File: src/rtl/ps2_scancode_to_ascii_fifo_unit_macros.svh
// Assertion macros for the scan code translator RTL.
`ifndef PS2_SCANCODE_TO_ASCII_FIFO_UNIT_MACROS_SVH
`define PS2_SCANCODE_TO_ASCII_FIFO_UNIT_MACROS_SVH

// Checked on every clock edge once reset has been released.
`define PS2SA_ASSERT(name, prop, msg) \
  name: assert property (@(posedge clk_i) disable iff (!rst_ni) prop) else $error(msg);

// Checked on every clock edge, reset included.
`define PS2SA_ASSERT_ALWAYS(name, prop, msg) \
  name: assert property (@(posedge clk_i) prop) else $error(msg);

`endif

File: src/rtl/ps2sa_pkg.sv
// Shared types, constants and the set 1 lookup table of the scan code translator.
`default_nettype none

package ps2sa_pkg;

  localparam logic       OP_SCAN      = 1'b0;
  localparam logic       OP_READ      = 1'b1;
  localparam logic [7:0] RELEASE_MASK = 8'h80;
  localparam logic [7:0] CODE_LIMIT   = 8'd58;
  localparam logic [6:0] ESC_CHAR     = 7'h1B;

  // One classified transaction handed from the front end to the back end.
  typedef struct packed {
    logic       is_read;
    logic       mapped;
    logic [6:0] ch;
  } cmd_t;

  // One result as it leaves the block.
  typedef struct packed {
    logic       char_valid;
    logic [6:0] char_code;
    logic       translated;
    logic       dropped;
    logic [5:0] pending;
  } res_t;

  // Lowercase US layout; unmapped codes give zero.
  function automatic logic [6:0] set1_char(input logic [5:0] code);
    logic [6:0] ch;
    unique case (code)
      6'd1:    ch = ESC_CHAR;
      6'd2:    ch = 7'h31;
      6'd3:    ch = 7'h32;
      6'd4:    ch = 7'h33;
      6'd5:    ch = 7'h34;
      6'd6:    ch = 7'h35;
      6'd7:    ch = 7'h36;
      6'd8:    ch = 7'h37;
      6'd9:    ch = 7'h38;
      6'd10:   ch = 7'h39;
      6'd11:   ch = 7'h30;
      6'd12:   ch = 7'h2D;
      6'd13:   ch = 7'h3D;
      6'd14:   ch = 7'h08;
      6'd15:   ch = 7'h09;
      6'd16:   ch = 7'h71;
      6'd17:   ch = 7'h77;
      6'd18:   ch = 7'h65;
      6'd19:   ch = 7'h72;
      6'd20:   ch = 7'h74;
      6'd21:   ch = 7'h79;
      6'd22:   ch = 7'h75;
      6'd23:   ch = 7'h69;
      6'd24:   ch = 7'h6F;
      6'd25:   ch = 7'h70;
      6'd26:   ch = 7'h5B;
      6'd27:   ch = 7'h5D;
      6'd28:   ch = 7'h0A;
      6'd30:   ch = 7'h61;
      6'd31:   ch = 7'h73;
      6'd32:   ch = 7'h64;
      6'd33:   ch = 7'h66;
      6'd34:   ch = 7'h67;
      6'd35:   ch = 7'h68;
      6'd36:   ch = 7'h6A;
      6'd37:   ch = 7'h6B;
      6'd38:   ch = 7'h6C;
      6'd39:   ch = 7'h3B;
      6'd40:   ch = 7'h27;
      6'd41:   ch = 7'h60;
      6'd43:   ch = 7'h5C;
      6'd44:   ch = 7'h7A;
      6'd45:   ch = 7'h78;
      6'd46:   ch = 7'h63;
      6'd47:   ch = 7'h76;
      6'd48:   ch = 7'h62;
      6'd49:   ch = 7'h6E;
      6'd50:   ch = 7'h6D;
      6'd51:   ch = 7'h2C;
      6'd52:   ch = 7'h2E;
      6'd53:   ch = 7'h2F;
      6'd55:   ch = 7'h2A;
      6'd57:   ch = 7'h20;
      default: ch = 7'h00;
    endcase
    return ch;
  endfunction

endpackage

`default_nettype wire

File: src/rtl/ps2sa_queue.sv
// Two-entry register queue used between the pipeline parts and at the result side.
`default_nettype none

module ps2sa_queue #(
  parameter int unsigned WIDTH = 8
) (
  input  wire logic             clk_i,
  input  wire logic             rst_ni,
  input  wire logic             push_i,
  input  wire logic [WIDTH-1:0] data_i,
  output logic                  full_o,
  input  wire logic             pop_i,
  output logic      [WIDTH-1:0] data_o,
  output logic                  empty_o
);

  logic [WIDTH-1:0] slot_q [2];
  logic             wr_ptr_q, rd_ptr_q;
  logic [1:0]       count_q;
  logic             do_push, do_pop;

  assign full_o  = (count_q == 2'd2);
  assign empty_o = (count_q == 2'd0);
  assign do_push = push_i & ~full_o;
  assign do_pop  = pop_i & ~empty_o;
  assign data_o  = slot_q[rd_ptr_q];

  always_ff @(posedge clk_i or negedge rst_ni) begin
    if (!rst_ni) begin
      wr_ptr_q <= 1'b0;
      rd_ptr_q <= 1'b0;
      count_q  <= 2'd0;
    end else begin
      if (do_push) begin
        wr_ptr_q <= ~wr_ptr_q;
      end
      if (do_pop) begin
        rd_ptr_q <= ~rd_ptr_q;
      end
      if (do_push && !do_pop) begin
        count_q <= count_q + 2'd1;
      end else if (do_pop && !do_push) begin
        count_q <= count_q - 2'd1;
      end
    end
  end

  always_ff @(posedge clk_i) begin
    if (do_push) begin
      slot_q[wr_ptr_q] <= data_i;
    end
  end

endmodule

`default_nettype wire

File: src/rtl/ps2sa_front.sv
// Front end: classifies each accepted transaction and translates scan codes.
`default_nettype none

module ps2sa_front (
  input  wire logic          accept_i,
  input  wire logic          op_i,
  input  wire logic [7:0]    scan_code_i,
  input  wire logic          enable_i,
  output logic               cmd_push_o,
  output ps2sa_pkg::cmd_t    cmd_o
);

  import ps2sa_pkg::*;

  logic       in_range;
  logic [6:0] ch;

  // Release codes have bit 7 set and are therefore also beyond the table.
  assign in_range = ((scan_code_i & RELEASE_MASK) == 8'h00) && (scan_code_i < CODE_LIMIT);
  assign ch       = set1_char(scan_code_i[5:0]);

  assign cmd_push_o    = accept_i;
  assign cmd_o.is_read = (op_i == OP_READ);
  assign cmd_o.mapped  = (op_i == OP_SCAN) & enable_i & in_range & (ch != 7'h00);
  assign cmd_o.ch      = ch;

endmodule

`default_nettype wire

File: src/rtl/ps2sa_back.sv
// Back end: character ring buffer, pointer update and result assembly.
`default_nettype none

module ps2sa_back #(
  parameter int unsigned BUF_DEPTH = 64
) (
  input  wire logic            clk_i,
  input  wire logic            rst_ni,
  input  wire logic            cmd_valid_i,
  input  wire ps2sa_pkg::cmd_t cmd_i,
  output logic                 cmd_pop_o,
  output logic                 res_push_o,
  output ps2sa_pkg::res_t      res_o,
  input  wire logic            res_full_i
);

  import ps2sa_pkg::*;

  localparam int unsigned PTR_W = $clog2(BUF_DEPTH);

  logic [6:0]       store_q [BUF_DEPTH];
  logic [6:0]       rdata_q;
  logic [PTR_W-1:0] wptr_q, rptr_q, wptr_d, rptr_d, wnext, rnext;
  logic [PTR_W:0]   count;
  logic [PTR_W+6:0] count_ext;
  logic             b_valid_q;
  res_t             b_res_q, b_res_d;
  logic             a_go, b_push, is_full, do_write, do_read, is_scan_hit;

  assign b_push = b_valid_q & ~res_full_i;
  assign a_go   = cmd_valid_i & (~b_valid_q | b_push);

  assign wnext = (wptr_q == PTR_W'(BUF_DEPTH - 1)) ? '0 : wptr_q + 1'b1;
  assign rnext = (rptr_q == PTR_W'(BUF_DEPTH - 1)) ? '0 : rptr_q + 1'b1;

  assign is_scan_hit = ~cmd_i.is_read & cmd_i.mapped;
  assign is_full     = (wnext == rptr_q);
  assign do_write    = a_go & is_scan_hit & ~is_full;
  assign do_read     = a_go & cmd_i.is_read & (wptr_q != rptr_q);

  assign wptr_d = do_write ? wnext : wptr_q;
  assign rptr_d = do_read ? rnext : rptr_q;

  assign count = {1'b0, wptr_d} - {1'b0, rptr_d}
               + ((wptr_d < rptr_d) ? (PTR_W + 1)'(BUF_DEPTH) : '0);
  assign count_ext = (PTR_W + 7)'(count);

  always_comb begin
    b_res_d            = '0;
    b_res_d.char_valid = do_read;
    b_res_d.translated = is_scan_hit;
    b_res_d.dropped    = is_scan_hit & is_full;
    b_res_d.pending    = count_ext[5:0];
  end

  always_ff @(posedge clk_i or negedge rst_ni) begin
    if (!rst_ni) begin
      wptr_q    <= '0;
      rptr_q    <= '0;
      b_valid_q <= 1'b0;
    end else begin
      wptr_q <= wptr_d;
      rptr_q <= rptr_d;
      if (a_go) begin
        b_valid_q <= 1'b1;
      end else if (b_push) begin
        b_valid_q <= 1'b0;
      end
    end
  end

  always_ff @(posedge clk_i) begin
    if (do_write) begin
      store_q[wptr_q] <= cmd_i.ch;
    end
    if (do_read) begin
      rdata_q <= store_q[rptr_q];
    end
    if (a_go) begin
      b_res_q <= b_res_d;
    end
  end

  assign cmd_pop_o  = a_go;
  assign res_push_o = b_push;

  always_comb begin
    res_o           = b_res_q;
    res_o.char_code = b_res_q.char_valid ? rdata_q : 7'h00;
  end

endmodule

`default_nettype wire

File: src/rtl/ps2_scancode_to_ascii_fifo_unit.sv
// Top level of the PS/2 set 1 scan code to ASCII translator with character buffer.
//
//   Channel   Handshake            Payload
//   input     push / full          op_i, scan_code_i
//   result    empty / pop          char_valid_o, char_code_o, translated_o,
//                                  dropped_o, pending_o
//   config    cfg_valid_i / ready  cfg_data_i (enable)
//
// The block sustains one transaction per cycle on each side when nothing downstream
// stalls; the character store has one write and one registered read port, and the
// back end uses one of them per transaction.
// An accepted transaction passes the command queue, the back end result register and
// the result queue before it shows on the result ports.
// Reset is asynchronous and active low; it clears the pointers, the queues and
// the enable register. The character store itself is not cleared.
// A stalled result side fills the result queue, then the back end, then the
// command queue, after which full rises; the front end never loses an item.
`default_nettype none

`include "ps2_scancode_to_ascii_fifo_unit_macros.svh"

module ps2_scancode_to_ascii_fifo_unit #(
  parameter int unsigned BUF_DEPTH = 64
) (
  input  wire logic       clk_i,
  input  wire logic       rst_ni,
  input  wire logic       push,
  output logic            full,
  input  wire logic       op_i,
  input  wire logic [7:0] scan_code_i,
  output logic            empty,
  input  wire logic       pop,
  output logic            char_valid_o,
  output logic [6:0]      char_code_o,
  output logic            translated_o,
  output logic            dropped_o,
  output logic [5:0]      pending_o,
  input  wire logic       cfg_valid_i,
  output logic            cfg_ready_o,
  input  wire logic       cfg_data_i
);

  import ps2sa_pkg::*;

  logic enable_q;
  logic accept;
  logic cmd_push, cmd_pop, cmd_empty;
  cmd_t cmd_in, cmd_out;
  logic res_push, res_full;
  res_t res_in, res_out;

  // The enable register can be written in any cycle; writes should land while idle, which the block does not enforce.
  assign cfg_ready_o = 1'b1;

  always_ff @(posedge clk_i or negedge rst_ni) begin
    if (!rst_ni) begin
      enable_q <= 1'b0;
    end else if (cfg_valid_i && cfg_ready_o) begin
      enable_q <= cfg_data_i;
    end
  end

  assign accept = push & ~full;

  // Front end: classification and table lookup in the accepting cycle.
  ps2sa_front u_front (
    .accept_i    (accept),
    .op_i        (op_i),
    .scan_code_i (scan_code_i),
    .enable_i    (enable_q),
    .cmd_push_o  (cmd_push),
    .cmd_o       (cmd_in)
  );

  // Short command queue, which lets the front end and back end stall apart.
  ps2sa_queue #(
    .WIDTH ($bits(cmd_t))
  ) u_cmd_queue (
    .clk_i   (clk_i),
    .rst_ni  (rst_ni),
    .push_i  (cmd_push),
    .data_i  (cmd_in),
    .full_o  (full),
    .pop_i   (cmd_pop),
    .data_o  (cmd_out),
    .empty_o (cmd_empty)
  );

  // Back end: ring buffer, pointers and the pending count.
  ps2sa_back #(
    .BUF_DEPTH (BUF_DEPTH)
  ) u_back (
    .clk_i       (clk_i),
    .rst_ni      (rst_ni),
    .cmd_valid_i (~cmd_empty),
    .cmd_i       (cmd_out),
    .cmd_pop_o   (cmd_pop),
    .res_push_o  (res_push),
    .res_o       (res_in),
    .res_full_i  (res_full)
  );

  // Result queue; its head is what the result ports show.
  ps2sa_queue #(
    .WIDTH ($bits(res_t))
  ) u_res_queue (
    .clk_i   (clk_i),
    .rst_ni  (rst_ni),
    .push_i  (res_push),
    .data_i  (res_in),
    .full_o  (res_full),
    .pop_i   (pop),
    .data_o  (res_out),
    .empty_o (empty)
  );

  assign char_valid_o = res_out.char_valid;
  assign char_code_o  = res_out.char_code;
  assign translated_o = res_out.translated;
  assign dropped_o    = res_out.dropped;
  assign pending_o    = res_out.pending;

  // A character can only be dropped if it was translated in the first place.
  `PS2SA_ASSERT(a_drop_needs_translate, !empty && dropped_o |-> translated_o, "drop without translation")
  // A result is either a read or a scan code transaction, never both.
  `PS2SA_ASSERT(a_read_or_scan, !empty && char_valid_o |-> !translated_o, "read result marked translated")
  // Without a popped character the code field must be zero.
  `PS2SA_ASSERT(a_code_zero, !empty && !char_valid_o |-> char_code_o == 7'h00, "stale character code")
  // A clock edge seen with reset held leaves no result on offer in the next cycle.
  `PS2SA_ASSERT_ALWAYS(a_empty_in_reset, !rst_ni |=> empty, "result offered during reset")

endmodule

`default_nettype wire

File: config.mk
export PLATFORM = sky130hd
export DESIGN_NAME = ps2_scancode_to_ascii_fifo_unit
export DESIGN_NICKNAME = d
export VERILOG_FILES = /design/src/rtl/ps2sa_pkg.sv /design/src/rtl/ps2sa_queue.sv /design/src/rtl/ps2sa_front.sv /design/src/rtl/ps2sa_back.sv /design/src/rtl/ps2_scancode_to_ascii_fifo_unit.sv
export VERILOG_INCLUDE_DIRS = /design/src /design/src/rtl
export SDC_FILE = /design/constraint.sdc
export NUM_CORES = 1
export LEC_CHECK = 0
export ABC_AREA = 1
export BUFFER_PORTS_ARGS = -buffer_cell sky130_fd_sc_hd__buf_2
export CORE_UTILIZATION = 30
export DETAILED_ROUTE_END_ITERATION = 6
export PLACE_DENSITY_LB_ADDON = 0.2
export SLEW_MARGIN = 30
export SYNTH_ARGS = -nofsm -noshare
export SYNTH_HDL_FRONTEND = slang
export SYNTH_SLANG_ARGS = --single-unit
File: constraint.sdc
create_clock -name clk_i -period 4.2 [get_ports clk_i]
set_clock_uncertainty 0.1 [all_clocks]
set_input_delay 0.42 -clock clk_i [delete_from_list [all_inputs] [get_ports clk_i]]
set_output_delay 0.42 -clock clk_i [all_outputs]
set_load 0.005 [all_outputs]
==> results of run 1 <==
==> worst max path at each step <==
stage               slack, ns              from               to  cells past startpoint
floorplan                1.20  u_back.wptr_q[0]  u_back.res_o[5]                     20
finish                   0.55  u_back.wptr_q[0]  u_back.res_o[5]                     22
global route             0.13  u_back.wptr_q[0]  u_back.res_o[5]                     22
detailed placement       0.41  u_back.wptr_q[0]  u_back.res_o[5]                     22
global placement         0.41  u_back.wptr_q[0]  u_back.res_o[5]                     24
CTS                      0.36  u_back.wptr_q[0]  u_back.res_o[5]                     22
==> where the power goes <==
part | total [W] | internal [W] | switching, W
Clock | 0.00487 | 0.00277 | 0.00210
Sequential | 0.00746 | 0.00716 | 0.000296
Combinational | 0.00651 | 0.00167 | 0.00484
Total | 0.0188 | 0.0116 | 0.00723
==> worst max-delay path, cell delays in order, from the launching register on <==
cell,delay (ns)
dfrtp_1,0.57
ha_1,0.35
inv_1,0.08
nand2_2,0.09
nand2_2,0.05
nand2_1,0.05
nand2_1,0.04
nor2_1,0.12
nand2_1,0.08
nor2_2,0.12
nand3_4,0.11
nand2_4,0.17
inv_6,0.11
o21ai_1,0.29
ha_1,0.30
nand2_1,0.08
inv_1,0.04
a31oi_1,0.25
nand3_1,0.11
nand2_1,0.10
nand3_1,0.08
nand2_1,0.07
inv_1,0.03
==> repair_timing <==
action	4_1_cts	5_1_grt
gates resized for setup	0	1
endpoints found under the hold margin	25	0
setup buffers	0	0
hold buffers	4	0
endpoints found under the setup margin	0	1
==> cell type report <==
type                       instances  area share, %
sequential                       536           62.3
tap                              969           4.72
timing repair buffer              69           1.89
inverter                          67           1.04
clock buffer                      73           5.98
multi-input combinational       1151           23.1
clock inverter                    33           1.02
==> cell families (layout without fill, tap and decap cells) <==
kind of cell / count (synthesis) / count (layout) / share of synthesized area, %
other cells: 1 / 1 / 0.0165
fa+ha+maj: 20 / 20 / 1.14
flops: 536 / 536 / 70.5
mux: 4 / 4 / 0.182
xor+xnor: 15 / 15 / 0.580
simple gates: 696 / 696 / 13.2
buf+inv: 179 / 242 / 3.46
compound gates: 415 / 415 / 10.9
==> registers in the layout, indices dropped and copies added, names as in the netlist, 2 cells and up <==
signal	cells
u_back.wptr_q	6
u_cmd_queue.count_q	2
u_back.res_o	9
u_res_queue.count_q	2
u_back.store_q	448
u_back.rdata_q	7
u_cmd_queue.slot_q	18
u_res_queue.slot_q	32
u_back.rptr_q	6
==> metal layers <==
metal	share of wire (%)	global-route usage (%)	vias to the layer above
met5	0	0	-
met4	2.4	4.86	0
met3	4.3	1.75	88
met2	48	25.9	362
met1	46	21.7	7315
li1	-	-	6805
==> synthesized netlist by cell type, types with 3 or more instances <==
cell,instances
buf_2,26
a21oi_1,20
buf_1,6
mux2i_1,3
o21bai_1,3
o221ai_1,65
nand2_2,7
edfxtp_1,514
ha_1,19
inv_1,51
buf_6,6
o211ai_1,30
buf_4,6
clkinv_1,4
clkbuf_1,67
nor3_1,4
dfrtp_1,22
o21ai_0,251
nand3_1,86
nand2_1,228
inv_2,10
nor2_1,341
o22ai_1,34
a31oi_1,3
nor2_2,11
nand4_4,7
xor2_1,13
==> stage by stage <==
stage | instance area, sq um | utilization [%] | hold slack [ns] | worst slack, ns | instances
final | 25700 | 34.4 | 0.0764 | 0.546 | 2898
after CTS | 25700 | 34.4 | 0.0454 | 0.363 | 2898
after detailed placement | 23800 | 32.0 | 0.342 | 0.409 | 2788
after global routing | 25700 | 34.4 | 0.0773 | 0.134 | 2898
after global placement | 23800 | 32.0 | 0.330 | 0.414 | 2788
after floorplan | 22700 | - | 0.0244 | 1.20 | 1866
==> results.toml, run 1 <==
[status]
status = "complete, no violations"

[synth]
synth-seq-cells = 536
syn_area_sq_um = 22700
synthCells = 1866
dominantRegCellSynth = "edfxtp_1"
syn_avg_cell_area_sq_um = 12.1
async_flop_share_pct = 4.10
synth_top_area_share_pct = 68.1
synth_warnings = 0
yosysUniqueCellTypes = 50
synth_nets = 1901
synth-edff-count = 514
synth.largest_area_cell = "edfxtp_1"
synth_area_leaders = "edfxtp_1 (68%), nor2_1 (5.6%), o21ai_0 (5.5%)"
seq_area_frac_synth_pct = 70.5

[placement]
place_congestion = 0.824
io_buffers = 32
dp_hpwl_mm = 35.9

[drt]
drtIter0Drc = 1079
first_pass_iters = 5
drc = 0
antenna_left = 0
via_per_inst = 5.03
wire_per_inst_microns = 20.9
routed_wl_mm = 60.7
vias = 14600

[final_layout]
area_growth_pct = 13.4
multiInputGateArea_sq_um = 5930
layout.nets = 1917
layout.area.seq_sq_um = 16000
final_common_cell = "edfxtp_1"
mostFrequentLayoutCells = "edfxtp_1 (514), nor2_1 (341), o21ai_0 (250), nand2_1 (221), nand3_1 (86)"
nFillCells = 7322
antennaDiodeCount = 0
drive_above_1_share_pct = 10.9

[timing]
hold_viol_final = 0
slew_headroom_pct = 40.4
fmax_mhz = 274
tns_ns = 0
worstMarginPinSlew_ns = 0.894
rsz0062_at_grt = "false"
slew_viol_final = 0
fin_crit_ns = 3.65
setup_viol = 0
period_share_pct = 87.0

[global_route]
grt_max_degree = 151
grt_pass1_vias = 14600
antenna_found_initial = 1
grt_pass1_wl_mm = 91.7
grt.total_usage_pct = 15.7
grt_overflow = 0

[cts]
htree_num_levels = 2
cts_buffer_depth = 3
cts_buffers = 57
cts_root_buf = "clkbuf_16"
tritoncts = "built"
cts_sinks = 536
insertion_delay_ns = 0.63
path_clk_slew_ns = 0.07

[worst_hold_path]
hold_path.class = "in2reg"
min_to = "u_res_queue.rd_ptr_q"
worst_hold_startpoint = "pop"
timing.hold.worst_path_depth = 3

[floorplanning]
core_sq_um = 74600
row_count = 100
die_width_microns = 277
ioPinCount = 34
initial_core_util_pct = 30.4
die-area_sq_um = 76600
fp.dieH_microns = 277

[power]
p_per_area_nw_per_um2 = 733
power.total_w = 0.0188
p_leak_nw = 8.70
irDropWorstVdd_v = 0.000551

[worst_setup_path]
rr_startpoint = "u_back.wptr_q[0]"
r2r_cells = 22
critPathRequiredTime_ns = 4.47
critPathCaptureType = "register"
path_max_fanout = 12
crit_type = "reg2reg"
ff2ff_setup_slack_ns = 0.55
cp-start-kind = "register"
worstReg2RegEnd = "u_back.res_o[5]"
critPathArrivalTime_ns = 3.92

[run]
max_cap_viol_count = 0
No activity file was read; power rests on OpenSTA's default activity.
==> run 2: changes to the inputs <==
--- a/config.mk
+++ b/config.mk
@@ -6,9 +6,8 @@
 export SDC_FILE = /design/constraint.sdc
 export NUM_CORES = 1
 export LEC_CHECK = 0
-export ABC_AREA = 1
 export BUFFER_PORTS_ARGS = -buffer_cell sky130_fd_sc_hd__buf_2
-export CORE_UTILIZATION = 30
+export CORE_UTILIZATION = 63
 export DETAILED_ROUTE_END_ITERATION = 6
 export PLACE_DENSITY_LB_ADDON = 0.2
 export SLEW_MARGIN = 30
==> results.toml, run 2 <==
[floorplanning]
row_count = 68
ioPinCount = 34
core_sq_um = 34500
die-area_sq_um = 35900
initial_core_util_pct = 64.1
die_width_microns = 189
fp.dieH_microns = 189

[drt]
drc = 0
via_per_inst = 6.50
wire_per_inst_microns = 26.4
routed_wl_mm = 46.3
first_pass_iters = 5
antenna_left = 0
vias = 11400
drtIter0Drc = 1172

[final_layout]
largest_reg_flops = 448
mostFrequentLayoutCells = "edfxtp_1 (514), mux4_2 (136), buf_4 (85), nor3_1 (61), clkbuf_16 (51)"
drive_above_1_share_pct = 28.0
antennaDiodeCount = 0
top_register = "u_back.store_q"
final_common_cell = "edfxtp_1"
layout.nets = 1293
multiInputGateArea_sq_um = 5710
layout.area.seq_sq_um = 16000
top_regs = "u_back.store_q (448), u_res_queue.slot_q (32), u_cmd_queue.slot_q (18)"
area_growth_pct = 12.6
nFillCells = 2025
layout.cells.non_filler = 1753

[worst_hold_path]
hold_path.class = "in2reg"
worst_hold_startpoint = "push"

[synth]
syn_area_sq_um = 22100
yosysMostFrequentCell = "edfxtp_1"
synth_area_leaders = "edfxtp_1 (70%), mux4_2 (14%), dfrtp_1 (2.5%)"
synth_warnings = 0
synthCells = 1157
synth_top_area_share_pct = 69.7
synth_nets = 1192
syn_avg_cell_area_sq_um = 19.1
synth.largest_area_cell = "edfxtp_1"
yosysUniqueCellTypes = 63
dominantRegCellSynth = "edfxtp_1"
synth-seq-cells = 536
seq_area_frac_synth_pct = 72.2
async_flop_share_pct = 4.10
synth-edff-count = 514
synth_common_cells = "edfxtp_1 (514), mux4_2 (136), nor3_1 (61), nand2_1 (44), nor2_1 (33)"

[global_route]
grt.total_usage_pct = 26.7
gr-usage-met2_pct = 42.5
grt_pass1_vias = 11400
grt-busiest-layer = "met2"
grt_max_degree = 67
antenna_found_initial = 0
grt_pass1_wl_mm = 70.0
grt_overflow = 0
grtUsageMet1_pct = 38.9
grt_util_met3_pct = 4.17

[placement]
dp_hpwl_mm = 28.0
placedCellCount = 1656
io_buffers = 32
place_congestion = 0.895

[timing]
hold_viol_final = 0
rsz0062_at_grt = "false"
fin_crit_ns = 3.87
slew_viol_final = 0
setup_viol = 0
worstMarginPinSlew_ns = 0.762
period_share_pct = 92.2
fmax_mhz = 258
tns_ns = 0
slew_headroom_pct = 49.0

[cts]
tritoncts = "built"
htree_num_levels = 2
cts_sinks = 536
cts_buffer_depth = 3
cts_resized = 0
cts_root_buf = "clkbuf_16"
insertion_delay_ns = 0.56
cts_buffers = 51
path_clk_slew_ns = 0.07

[power]
irDropWorstVdd_v = 0.000484
p_leak_nw = 8.22
p_per_area_nw_per_um2 = 712
power.total_w = 0.0177

[worst_setup_path]
crit_start = "u_back.wptr_q[1]"
worstPathCellList = "ha_1 > xor2_1 > a41o_1 > a21oi_1 > o211ai_1 > o21bai_4 > mux2_2 > ha_1 > nor2b_1 > o21a_1 > o21ai_0 > nand2b_1 > a21oi_1 > xnor2_1 > xnor2_1"
critPathArrivalTime_ns = 4.08
crit_type = "reg2reg"
path_max_fanout = 11
cpPeakStageDelay_ns = 0.49
rr_startpoint = "u_back.wptr_q[1]"
cp-start-kind = "register"
critPathRequiredTime_ns = 4.40
critPathCaptureType = "register"
critPathSlowestCell = "dfrtp_1"

[run]
max_cap_viol_count = 0

[status]
status = "complete, no violations"
[run 2: worst paths after layout]
| path | end | slack [ns] | cells past startpoint |
|---|---|---|---|
| worst min-delay path | u_cmd_queue.wr_ptr_q | 0.09 | 3 |
| worst max-delay path | u_back.res_o[5] | 0.33 | 15 |
| max in group asynchronous | u_back.rptr_q[1] | 3.31 | 2 |
| worst max register to register | u_back.res_o[5] | 0.33 | 15 |
| worst min register to register | u_res_queue.slot_q[1][6] | 0.35 | 0 |
| min in group asynchronous | u_back.rptr_q[4] | 0.27 | 2 |
[run 2: cell families after synthesis]
kind of cell / synth area share, %
simple gates: 4.50
compound gates: 3.03
xor+xnor: 1.11
buf+inv: 2.10
fa+ha+maj: 1.16
flops: 72.2
other cells: 0.0169
mux: 15.9
[run 2: cell type report]
cell class                 instances  share of cell area, %
clock buffer                      73                   5.65
clock inverter                    20                   1.13
inverter                          20                  0.301
multi-input combinational        526                   22.9
sequential                       536                   64.2
tap                              455                   2.28
timing repair buffer             123                   3.52
[run 2: repair_timing]
item	4_1_cts	5_1_grt
setup buffers	0	0
hold buffers	4	0
endpoints found under the hold margin	25	0
[run 2: worst max-delay path: cells and delay by family, from the launching register on]
family                   cells  cell delay (ns)
AO/OA/AOI/OAI                7             1.37
XOR/XNOR                     3             0.39
adder cells (fa/ha/maj)      2             0.64
flip-flops                   1             0.49
multiplexers                 1             0.43
AND/OR/NAND/NOR              2             0.20
[run 2: per-layer routing]
layer | part of all wire, % | wire [microns] | up-vias
li1 | - | - | 4900
met1 | 41 | 19000 | 5912
met2 | 49 | 22800 | 495
met3 | 7.2 | 3340 | 82
met4 | 2.4 | 1130 | 0
met5 | 0 | 0 | -
[run 2: power breakdown]
part | switching, W | internal [W] | leakage, nW
sequential | 0.000308 | 0.00710 | 4.92
clock | 0.00187 | 0.00276 | 0.814
combinational | 0.00333 | 0.00238 | 2.48
total | 0.00551 | 0.0122 | 8.22
[run 2: metrics by stage]
step | setup slack (ns) | hold slack (ns) | util (%) | cell area [sq um]
6_report | 0.326 | 0.0929 | 72.2 | 24900
5_1_grt | 0.150 | 0.114 | 72.2 | 24900
4_1_cts | 0.379 | 0.0809 | 72.1 | 24900
3_5_place_dp | 0.382 | 0.331 | 67.1 | 23200
3_3_place_gp | 0.364 | 0.325 | 67.1 | 23200
2_1_floorplan | 0.658 | 0.0244 | - | 22100
==> run 3: changes to the inputs <==
--- a/config.mk
+++ b/config.mk
@@ -7,7 +7,7 @@
 export NUM_CORES = 1
 export LEC_CHECK = 0
 export BUFFER_PORTS_ARGS = -buffer_cell sky130_fd_sc_hd__buf_2
-export CORE_UTILIZATION = 63
+export CORE_UTILIZATION = 57
 export DETAILED_ROUTE_END_ITERATION = 6
 export PLACE_DENSITY_LB_ADDON = 0.2
 export SLEW_MARGIN = 30
==> results.toml, run 3 (synthesis results as in run 2) <==
[final_layout]
mostFrequentLayoutCells = "edfxtp_1 (514), mux4_2 (136), buf_4 (84), nor3_1 (61), clkbuf_16 (54)"
top_regs = "u_back.store_q (448), u_res_queue.slot_q (32), u_cmd_queue.slot_q (18)"
top_register = "u_back.store_q"
final_common_cell = "edfxtp_1"
nFillCells = 2556
layout.area.seq_sq_um = 16000
antennaDiodeCount = 0
largest_reg_flops = 448
final_area_sq_um = 25000
layout.nets = 1292
multiInputGateArea_sq_um = 5710
drive_above_1_share_pct = 27.8
area_growth_pct = 12.7

[floorplanning]
initial_core_util_pct = 58.4
ioPinCount = 34
fp.dieH_microns = 199
core_sq_um = 37900
row_count = 71
die_width_microns = 199
die-area_sq_um = 39600

[drt]
first_pass_iters = 5
antenna_left = 0
wire_per_inst_microns = 25.3
drc = 0
routed_wl_mm = 45.7
vias = 11200
via_per_inst = 6.19
drtIter0Drc = 984

[power]
p_leak_nw = 8.21
p_per_area_nw_per_um2 = 708
irDropWorstVdd_v = 0.000512

[worst_setup_path]
worstPathCellList = "nand3_2 > xnor2_1 > a22oi_1 > o211ai_1 > o21bai_4 > buf_4 > o31ai_1 > ha_1 > o21ai_0 > nand2b_1 > a21oi_1 > xnor2_1 > xnor2_1"
ff2ff_setup_slack_ns = 0.45
cp-start-kind = "register"
cpPeakStageDelay_ns = 0.55
critPathRequiredTime_ns = 4.42
critPathCaptureType = "register"
crit_type = "reg2reg"
critPathSlowestCell = "dfrtp_1"
worstReg2RegEnd = "u_back.res_o[5]"
crit_top_cell = "xnor2_1"
critPathArrivalTime_ns = 3.97
path_max_fanout = 45
rr_startpoint = "u_back.wptr_q[2]"
r2r_cells = 13

[global_route]
grt_overflow = 0
grt.total_usage_pct = 24.1
grt_max_degree = 65
grt_pass1_vias = 11100
antenna_found_initial = 0
grt_pass1_wl_mm = 69.0

[worst_hold_path]
timing.hold.worst_path_depth = 3
worst_hold_startpoint = "push"
hold_path.class = "in2reg"
min_to = "u_cmd_queue.wr_ptr_q"

[cts]
tritoncts = "built"
cts_buffer_depth = 3
htree_num_levels = 2
insertion_delay_ns = 0.59
cts_sinks = 536
cts_root_buf = "clkbuf_16"
path_clk_slew_ns = 0.06
cts_buffers = 53

[timing]
rsz0062_at_grt = "false"
tns_ns = 0
fin_ws_ns = 0.448
hold_viol_final = 0
fin_crit_ns = 3.75
slew_headroom_pct = 46.1
fin_hold_ws_ns = 0.0640
period_share_pct = 89.3
slew_viol_final = 0
setup_viol = 0
worstMarginPinSlew_ns = 0.806
fmax_mhz = 267

[placement]
dp_hpwl_mm = 28.5
placed_cell_area_sq_um = 23200
place_ws_ns = 0.512
place_congestion = 0.870
io_buffers = 32

[run]
max_cap_viol_count = 0

[status]
status = "complete, no violations"
run 3: cell types whose count changed in the layout (fill, tap and decap cells not counted), moves of 2 or more:
cell,previous run,this run
clkinv_1,5,11
clkinv_2,5,11
clkbuf_8,5,0
clkbuf_1,17,13
clkbuf_16,51,54
clkinvlp_4,3,0
buf_12,2,0
run 3: what timing repair did:
action                                 in CTS  in global routing
hold buffers                                4                  0
setup buffers                               0                  0
endpoints found under the hold margin      25                  0
gates resized for setup                     0                  0
run 3: cell type report:
| type | count | area share, % |
|---|---|---|
| Clock inverter | 29 | 1.20 |
| Sequential cell | 536 | 64.1 |
| Inverter | 20 | 0.301 |
| Timing Repair Buffer | 120 | 3.33 |
| Clock buffer | 67 | 5.61 |
| Tap cell | 511 | 2.56 |
| Multi-Input combinational cell | 526 | 22.9 |
run 3: worst max-delay path by stage:
stage | start | endpoint | slack [ns] | cells past startpoint
global placement | u_back.wptr_q[2] | u_back.res_o[5] | 0.54 | 15
global route | u_back.wptr_q[2] | u_back.res_o[5] | 0.23 | 15
CTS | u_back.wptr_q[2] | u_back.res_o[5] | 0.49 | 13
detailed placement | u_back.wptr_q[2] | u_back.res_o[5] | 0.51 | 13
finish | u_back.wptr_q[2] | u_back.res_o[5] | 0.45 | 13
floorplan | u_back.wptr_q[0] | u_back.res_o[5] | 0.66 | 16
run 3: power breakdown:
part	switching, W	internal (W)
combinational	0.00328	0.00233
sequential	0.000310	0.00710
clock	0.00193	0.00272
total	0.00551	0.0122
run 3: critical path: cells and delay by family (launching register included):
family,cells,cell delay [ns]
and+or+nand+nor,2,0.37
xor gates and xnor gates,3,0.45
DFF,1,0.55
adders and majority gates,1,0.35
AOI/OAI and AO/OA,6,1.36
buffers and inverters,1,0.28
run 3: routing by layer:
layer | wire length, microns | share of wire [%] | GRT usage, % | vias up
li1 | - | - | - | 4903
met1 | 19900 | 44 | 35.8 | 5799
met2 | 21900 | 48 | 37.3 | 416
met3 | 2770 | 6.1 | 3.41 | 71
met4 | 1070 | 2.3 | 7.83 | 0
met5 | 0 | 0 | 0 | -
run 3: stage by stage:
step | std cells | total power [W] | util (%)
floorplan | 1157 | 0.0114 | -
global placement | 1709 | 0.0130 | 61.2
detailed placement | 1709 | 0.0132 | 61.2
CTS | 1809 | 0.0178 | 65.8
global route | 1809 | 0.0185 | 65.8
finish | 1809 | 0.0177 | 65.8
